[src/rtl/slwm_pkg.sv]
// Package with the item types, command codes and constants of the LIKE matcher.
package slwm_pkg;

  localparam int unsigned PatternMax = 64;
  localparam int unsigned CmdDepth   = 2;
  localparam int unsigned ResDepth   = 2;

  localparam logic [7:0] AnyRun = 8'h25;
  localparam logic [7:0] AnyOne = 8'h5F;

  typedef enum logic [1:0] {
    KindClear  = 2'd0,
    KindAppend = 2'd1,
    KindText   = 2'd2,
    KindEnd    = 2'd3
  } kind_e;

  typedef struct packed {
    logic [1:0] kind;
    logic [7:0] ch;
  } in_item_t;

  typedef struct packed {
    logic matched;
    logic pattern_overflow;
  } out_item_t;

  typedef struct packed {
    kind_e      op;
    logic [7:0] ch;
    logic       any_run;
    logic       any_one;
  } cmd_t;

endpackage

[src/rtl/slwm_fifo.sv]
// Small generic first-in first-out queue built from registers.
module slwm_fifo #(
  parameter int unsigned Width = 8,
  parameter int unsigned Depth = 2
) (
  input  logic             clk_i,
  input  logic             rst_ni,
  input  logic             push_i,
  input  logic [Width-1:0] data_i,
  output logic             full_o,
  input  logic             pop_i,
  output logic [Width-1:0] data_o,
  output logic             empty_o
);

  localparam int unsigned PtrW = (Depth > 1) ? $clog2(Depth) : 1;
  localparam int unsigned CntW = $clog2(Depth + 1);

  logic [Width-1:0] mem_q [Depth];
  logic [PtrW-1:0]  wr_ptr_q, wr_ptr_d, rd_ptr_q, rd_ptr_d;
  logic [CntW-1:0]  count_q, count_d;
  logic             do_push, do_pop;

  assign full_o  = (count_q == CntW'(Depth));
  assign empty_o = (count_q == '0);
  assign do_push = push_i && !full_o;
  assign do_pop  = pop_i && !empty_o;
  assign data_o  = mem_q[rd_ptr_q];

  always_comb begin
    wr_ptr_d = wr_ptr_q;
    rd_ptr_d = rd_ptr_q;
    count_d  = count_q;
    if (do_push) begin
      wr_ptr_d = (wr_ptr_q == PtrW'(Depth - 1)) ? '0 : wr_ptr_q + PtrW'(1);
    end
    if (do_pop) begin
      rd_ptr_d = (rd_ptr_q == PtrW'(Depth - 1)) ? '0 : rd_ptr_q + PtrW'(1);
    end
    if (do_push && !do_pop) begin
      count_d = count_q + CntW'(1);
    end else if (do_pop && !do_push) begin
      count_d = count_q - CntW'(1);
    end
  end

  always_ff @(posedge clk_i or negedge rst_ni) begin
    if (!rst_ni) begin
      wr_ptr_q <= '0;
      rd_ptr_q <= '0;
      count_q  <= '0;
    end else begin
      wr_ptr_q <= wr_ptr_d;
      rd_ptr_q <= rd_ptr_d;
      count_q  <= count_d;
    end
  end

  always_ff @(posedge clk_i) begin
    if (do_push) begin
      mem_q[wr_ptr_q] <= data_i;
    end
  end

endmodule

[src/rtl/slwm_front.sv]
// Front end: accepts input items, decodes them into commands and queues them.
module slwm_front (
  input  logic               clk_i,
  input  logic               rst_ni,
  input  logic               push_i,
  input  slwm_pkg::in_item_t item_i,
  output logic               full_o,
  input  logic               cmd_pop_i,
  output slwm_pkg::cmd_t     cmd_o,
  output logic               cmd_empty_o
);

  slwm_pkg::cmd_t cmd_in;

  always_comb begin
    cmd_in.op      = slwm_pkg::kind_e'(item_i.kind);
    cmd_in.ch      = item_i.ch;
    cmd_in.any_run = (item_i.ch == slwm_pkg::AnyRun);
    cmd_in.any_one = (item_i.ch == slwm_pkg::AnyOne);
  end

  slwm_fifo #(
    .Width($bits(slwm_pkg::cmd_t)),
    .Depth(slwm_pkg::CmdDepth)
  ) u_cmd_fifo (
    .clk_i  (clk_i),
    .rst_ni (rst_ni),
    .push_i (push_i),
    .data_i (cmd_in),
    .full_o (full_o),
    .pop_i  (cmd_pop_i),
    .data_o (cmd_o),
    .empty_o(cmd_empty_o)
  );

endmodule

[src/rtl/slwm_back.sv]
// Back end: pattern store, active-position set and end-of-text evaluation.
module slwm_back #(
  parameter int unsigned PatternMax = slwm_pkg::PatternMax
) (
  input  logic                clk_i,
  input  logic                rst_ni,
  input  slwm_pkg::cmd_t      cmd_i,
  input  logic                cmd_empty_i,
  output logic                cmd_pop_o,
  input  logic                res_full_i,
  output logic                res_push_o,
  output slwm_pkg::out_item_t res_o
);

  localparam int unsigned LenW = $clog2(PatternMax + 1);

  logic [PatternMax-1:0] valid_q, valid_d;
  logic [PatternMax-1:0] run_q, run_d;
  logic [PatternMax-1:0] one_q, one_d;
  logic [7:0]            byte_q [PatternMax];
  logic [7:0]            byte_d [PatternMax];
  logic [LenW-1:0]       len_q, len_d;
  logic                  ovf_q, ovf_d;
  logic [PatternMax:0]   act_q, act_d;

  logic [PatternMax:0]   run_vec, seed, sum, closed, nxt;
  logic                  exec, store_full, live;

  assign exec       = !cmd_empty_i && !res_full_i;
  assign cmd_pop_o  = exec;
  assign res_push_o = exec && (cmd_i.op == slwm_pkg::KindEnd);
  assign store_full = (len_q == LenW'(PatternMax));

  // Closure over runs of the any-run wildcard is a carry chain: each active
  // wildcard position generates, each further wildcard propagates.
  assign run_vec = {1'b0, run_q & valid_q};
  assign seed    = run_vec & act_q;
  assign sum     = run_vec + seed;
  assign closed  = act_q | (sum ^ run_vec ^ seed);

  always_comb begin
    nxt  = '0;
    live = 1'b0;
    for (int i = 0; i < PatternMax; i++) begin
      live = closed[i] && valid_q[i];
      if (live && run_q[i]) begin
        nxt[i] = 1'b1;
      end
      if (live && !run_q[i] && (one_q[i] || (byte_q[i] == cmd_i.ch))) begin
        nxt[i+1] = 1'b1;
      end
    end
  end

  assign res_o.matched          = closed[len_q] && !ovf_q;
  assign res_o.pattern_overflow = ovf_q;

  always_comb begin
    valid_d = valid_q;
    run_d   = run_q;
    one_d   = one_q;
    byte_d  = byte_q;
    len_d   = len_q;
    ovf_d   = ovf_q;
    act_d   = act_q;
    if (exec) begin
      case (cmd_i.op)
        slwm_pkg::KindClear: begin
          valid_d = '0;
          len_d   = '0;
          ovf_d   = 1'b0;
          act_d   = (PatternMax + 1)'(1);
        end
        slwm_pkg::KindAppend: begin
          if (store_full) begin
            ovf_d = 1'b1;
          end else begin
            for (int i = 0; i < PatternMax; i++) begin
              if (len_q == LenW'(i)) begin
                valid_d[i] = 1'b1;
                run_d[i]   = cmd_i.any_run;
                one_d[i]   = cmd_i.any_one;
                byte_d[i]  = cmd_i.ch;
              end
            end
            len_d = len_q + LenW'(1);
          end
          act_d = (PatternMax + 1)'(1);
        end
        slwm_pkg::KindText: begin
          act_d = nxt;
        end
        slwm_pkg::KindEnd: begin
          act_d = (PatternMax + 1)'(1);
        end
        default: begin
          act_d = act_q;
        end
      endcase
    end
  end

  always_ff @(posedge clk_i or negedge rst_ni) begin
    if (!rst_ni) begin
      valid_q <= '0;
      len_q   <= '0;
      ovf_q   <= 1'b0;
      act_q   <= (PatternMax + 1)'(1);
    end else begin
      valid_q <= valid_d;
      len_q   <= len_d;
      ovf_q   <= ovf_d;
      act_q   <= act_d;
    end
  end

  always_ff @(posedge clk_i) begin
    run_q  <= run_d;
    one_q  <= one_d;
    byte_q <= byte_d;
  end

`ifndef SYNTHESIS
  a_act_within_pattern: assert property (@(posedge clk_i) disable iff (!rst_ni)
    (act_q[PatternMax:1] & ~valid_q) == '0)
    else $error("Active position beyond the stored pattern.");

  a_valid_matches_len: assert property (@(posedge clk_i) disable iff (!rst_ni)
    $countones(valid_q) == int'(len_q))
    else $error("Valid positions disagree with the pattern length.");

  a_ovf_only_when_full: assert property (@(posedge clk_i) disable iff (!rst_ni)
    ovf_q |-> store_full)
    else $error("Overflow flagged while the store still has room.");

  a_clear_resets: assert property (@(posedge clk_i) disable iff (!rst_ni)
    (exec && cmd_i.op == slwm_pkg::KindClear) |=> (len_q == '0 && !ovf_q))
    else $error("Clear did not empty the pattern store.");
`endif

endmodule

[src/rtl/sql_like_wildcard_matcher.sv]
// Top level of the anchored SQL LIKE wildcard matcher.
//
//   Channel  Handshake     Payload    Direction
//   input    push / full   item_i     in: kind and byte
//   result   pop / empty   result_o   out: matched and overflow flag
//
// Items stream at one per cycle while the result queue has room.
// A result is visible once its end-of-text item has been accepted: the
// command queue hands the item to the back end, and the back end queues
// the result as the item leaves the command queue.
// Reset leaves an empty pattern with only position zero active.
// The back end holds every item while the two-entry result queue is full;
// the two-entry front queue keeps the input open for a while meanwhile.
module sql_like_wildcard_matcher #(
  parameter int unsigned PatternMax = slwm_pkg::PatternMax
) (
  input  logic                clk_i,
  input  logic                rst_ni,
  input  logic                push,
  input  slwm_pkg::in_item_t  item_i,
  output logic                full,
  input  logic                pop,
  output slwm_pkg::out_item_t result_o,
  output logic                empty
);

  slwm_pkg::cmd_t      cmd;
  slwm_pkg::out_item_t res;
  logic                cmd_empty, cmd_pop, res_full, res_push;

  slwm_front u_front (
    .clk_i      (clk_i),
    .rst_ni     (rst_ni),
    .push_i     (push),
    .item_i     (item_i),
    .full_o     (full),
    .cmd_pop_i  (cmd_pop),
    .cmd_o      (cmd),
    .cmd_empty_o(cmd_empty)
  );

  slwm_back #(
    .PatternMax(PatternMax)
  ) u_back (
    .clk_i      (clk_i),
    .rst_ni     (rst_ni),
    .cmd_i      (cmd),
    .cmd_empty_i(cmd_empty),
    .cmd_pop_o  (cmd_pop),
    .res_full_i (res_full),
    .res_push_o (res_push),
    .res_o      (res)
  );

  slwm_fifo #(
    .Width($bits(slwm_pkg::out_item_t)),
    .Depth(slwm_pkg::ResDepth)
  ) u_res_fifo (
    .clk_i  (clk_i),
    .rst_ni (rst_ni),
    .push_i (res_push),
    .data_i (res),
    .full_o (res_full),
    .pop_i  (pop),
    .data_o (result_o),
    .empty_o(empty)
  );

endmodule
[config.mk]
export PLATFORM = sky130hd
export DESIGN_NAME = sql_like_wildcard_matcher
export DESIGN_NICKNAME = d
export VERILOG_FILES = /design/src/rtl/slwm_pkg.sv /design/src/rtl/slwm_fifo.sv /design/src/rtl/slwm_front.sv /design/src/rtl/slwm_back.sv /design/src/rtl/sql_like_wildcard_matcher.sv
export SDC_FILE = /design/constraint.sdc
export NUM_CORES = 1
export LEC_CHECK = 0
export BUFFER_PORTS_ARGS = -buffer_cell sky130_fd_sc_hd__buf_2
export CAP_MARGIN = 20
export CORE_MARGIN = 3
export CORE_UTILIZATION = 50
export CTS_CLUSTER_SIZE = 8
export DETAILED_ROUTE_END_ITERATION = 8
export GPL_ROUTABILITY_DRIVEN = 0
export PLACE_DENSITY = 0.65
export SLEW_MARGIN = 20
export SYNTH_ARGS = -nofsm -noshare
export SYNTH_HDL_FRONTEND = slang
export SYNTH_SLANG_ARGS = --single-unit
export TNS_END_PERCENT = 1
[constraint.sdc]
create_clock -name clk_i -period 5.5 [get_ports clk_i]
set_input_delay 0.55 -clock clk_i [delete_from_list [all_inputs] [get_ports clk_i]]
set_output_delay 0.55 -clock clk_i [all_outputs]
set_load 0.005 [all_outputs]
==> results_dict.tcl <==
set metrics [dict create \
    synth-seq-cells 813 \
    cp.required_ns 5.93 \
    dp_hpwl_um 63800 \
    max_freq_mhz 221 \
    skew_ns 0.0252 \
    area_growth_pct 12.3 \
    grt-ovfl-total 0 \
    dieArea_um2 78700 \
    layout_commonest_cell "edfxtp_1" \
    drive_above_1_share_pct 8.90 \
    syn_inst 2966 \
    endpoint "u_res_fifo.mem_q[1][1]" \
    vias 25800 \
    irDropWorstVdd_uv 304 \
    grt_busiest_layer "met2" \
    finalHoldViolations 15 \
    ys_types 101 \
    clock_path_buffers 3 \
    syn_area_um2 37700 \
    syn_nets 2987 \
    rr_endpoint "u_res_fifo.mem_q[1][1]" \
    die_w_um 281 \
    synthArstFlopShare_pct 17.8 \
    wl_um 106000 \
    fin_nets 3034 \
    reg2regPathDepth 15 \
    start_util_pct 50.6 \
    final.min_clock_period_ns 4.53 \
    cts-htree-levels 3 \
    maxSlewViolCount 0 \
    drc 0 \
    setup_viol 0 \
    ys_warn_count 0 \
    grt_pass1_vias 25400 \
    chipHeight_um 281 \
    p_leak_nw 13.3 \
    layout_common_cells "668 x edfxtp_1, 520 x xnor2_1, 240 x nor2_1" \
    ys.flop_type "edfxtp_1" \
    hp-class "primary input to asynchronous set/reset pin" \
    syn-mean-instance-area_um2 12.7 \
    wire_per_inst_um 25.9 \
    status "finished with violations" \
    postLayoutCoreUtil_pct 56.8 \
    finalSetupTns_ns 0 \
    cts_made_buffers 112 \
    n_fill_cell 6019 \
    synth_edf_count 668 \
    cp-end-kind "flip-flop" \
    ios 18 \
    dr.pass1.iters 6 \
    num_rows 100 \
    cp-start-kind "flip-flop" \
    reg2reg_from "u_back.act_q[0]" \
    grt_use_met1_pct 36.2 \
    clkTransAtPathRegs_ns 0.05 \
    crit_type "flip-flop to flip-flop" \
    max-cap-violations 0 \
    vias_per_cell 6.32 \
    antenna_found_initial 2 \
    timing.reg2reg.setup_slack_ns 0.97 \
    core_um2 74600 \
    rsz0062_at_grt "false" \
    powerDensity_nw_per_um2 463 \
    clock_latency_ns 0.67 \
    ctsResizeCount 0 \
    use_met3_pct 5.38 \
    port_buffers 17 \
    cp_max_fo 6 \
    grt_first_pass_wirelength_um 159000 \
    failed_checks "hold timing" \
    numClockSinks 813 \
    met2_usage_pct 42.4 \
    gr-usage-all-layers_pct 26.9 \
    drt_iter0_markers 3059 \
    ctsHoldBuffers 0 \
    crit_start "u_back.act_q[0]" \
    yosysSeqAreaShare_pct 62.8 \
    holdWs_ns -0.0609 \
    cp.arrival_ns 4.96 \
    cts_root_buf "clkbuf_16" \
    maxSlewHeadroom_pct 27.9 \
    ant_nets 0 \
    postCtsSetupRepairBufs 0 \
    fin_crit_sh_pct 82.4 \
    cts_tree "done" \
    tightest_slew_ns 1.08 \
    grt_max_degree 96 \
]
-- state kept, by name, indices dropped and copies added (netlist names) --
name / flops
u_back.byte_q: 512
u_back.act_q: 65
u_back.one_q: 64
u_back.run_q: 64
u_back.valid_q: 64
u_front.u_cmd_fifo.mem_q: 24
u_back.len_q: 7
u_res_fifo.mem_q: 4
u_front.u_cmd_fifo.count_q: 2
u_res_fifo.count_q: 2
u_back.ovf_q: 1
u_front.u_cmd_fifo.rd_ptr_q: 1
u_front.u_cmd_fifo.wr_ptr_q: 1
u_res_fifo.rd_ptr_q: 1
u_res_fifo.wr_ptr_q: 1
-- kinds of logic after synthesis --
family / count (synthesis) / share of synthesized area (%)
flip-flops: 813 / 62.8
XOR/XNOR: 525 / 12.2
adder cells (fa/ha/maj): 7 / 0.232
multiplexers: 22 / 0.640
AO/OA/AOI/OAI: 599 / 10.2
AND/OR/NAND/NOR: 836 / 12.1
buffers and inverters: 164 / 1.79
-- final cells by class --
type	count	area (µm²)	area share (%)
sequential	813	23700	56.0
multi-input combinational	1989	13500	31.8
clock buffer	207	3220	7.61
tap	969	1210	2.86
timing repair buffer	59	507	1.20
inverter	38	143	0.337
clock inverter	7	88.8	0.210
antenna	2	5.00	0.0118
-- per-stage QoR --
stage | cell area, µm² | instances | worst slack, ns | hold WS, ns | power (mW)
detailed placement | 39000 | 3868 | 1.20 | 0.478 | 13.2
global placement | 39000 | 3868 | 1.38 | 0.472 | 13.1
CTS | 42300 | 4082 | 1.19 | 0.0188 | 19.7
floorplan | 37700 | 2966 | 2.08 | 0.254 | 11.1
global route | 42300 | 4082 | 0.728 | 0.0537 | 20.3
finish | 42300 | 4084 | 0.967 | -0.0609 | 19.6
-- routing by layer --
layer / vias to the layer above / wire [µm]
met3: 304 / 9380
met1: 12900 / 43500
met5: - / 0
met2: 1312 / 48000
met4: 0 / 5030
li1: 11300 / -
-- cells in the mapped netlist (40+ instances only) --
cell type,number,area [µm²]
edfxtp_1,668,20100
nor3_1,40,200
a31oi_1,76,475
nand2_1,139,522
a22o_1,41,359
nor4_1,161,1010
o21ai_0,119,596
xnor2_1,520,4550
nor2_1,243,912
dfrtp_1,144,3600
clkbuf_1,60,225
buf_2,44,220
a21oi_1,188,941
-- worst min-delay path by stage --
| stage | to | depth (start not counted) | slack, ns | startpoint |
|---|---|---|---|---|
| final | u_res_fifo.rd_ptr_q | 1 | -0.06 | rst_ni |
| after global routing | u_res_fifo.rd_ptr_q | 1 | 0.05 | rst_ni |
| after CTS | u_res_fifo.rd_ptr_q | 1 | 0.02 | rst_ni |
| after detailed placement | u_front.u_cmd_fifo.wr_ptr_q | 1 | 0.48 | u_front.u_cmd_fifo.wr_ptr_q |
| after global placement | u_res_fifo.wr_ptr_q | 1 | 0.47 | u_res_fifo.wr_ptr_q |
| after floorplan | u_back.act_q[10] | 0 | 0.25 | rst_ni |
-- critical path: stages (launching register included) --
cell,delay (ns)
dfstp_2,0.55
nand3_1,0.16
inv_1,0.11
ha_1,0.18
a311oi_2,0.09
a211oi_1,0.48
nand4_1,0.32
a211oi_1,0.43
nor3_1,0.16
a211oi_1,0.47
a21boi_1,0.25
a21boi_0,0.30
nor3_1,0.11
a21oi_1,0.18
a31oi_1,0.15
nor4_1,0.38
-- report_power, final --
group / switching, mW / total (mW) / internal, mW
clock network: 2.54 / 6.45 / 3.90
logic: 3.84 / 5.53 / 1.69
registers: 0.109 / 7.60 / 7.49
Note: power is estimated with default switching activity, not from simulation.
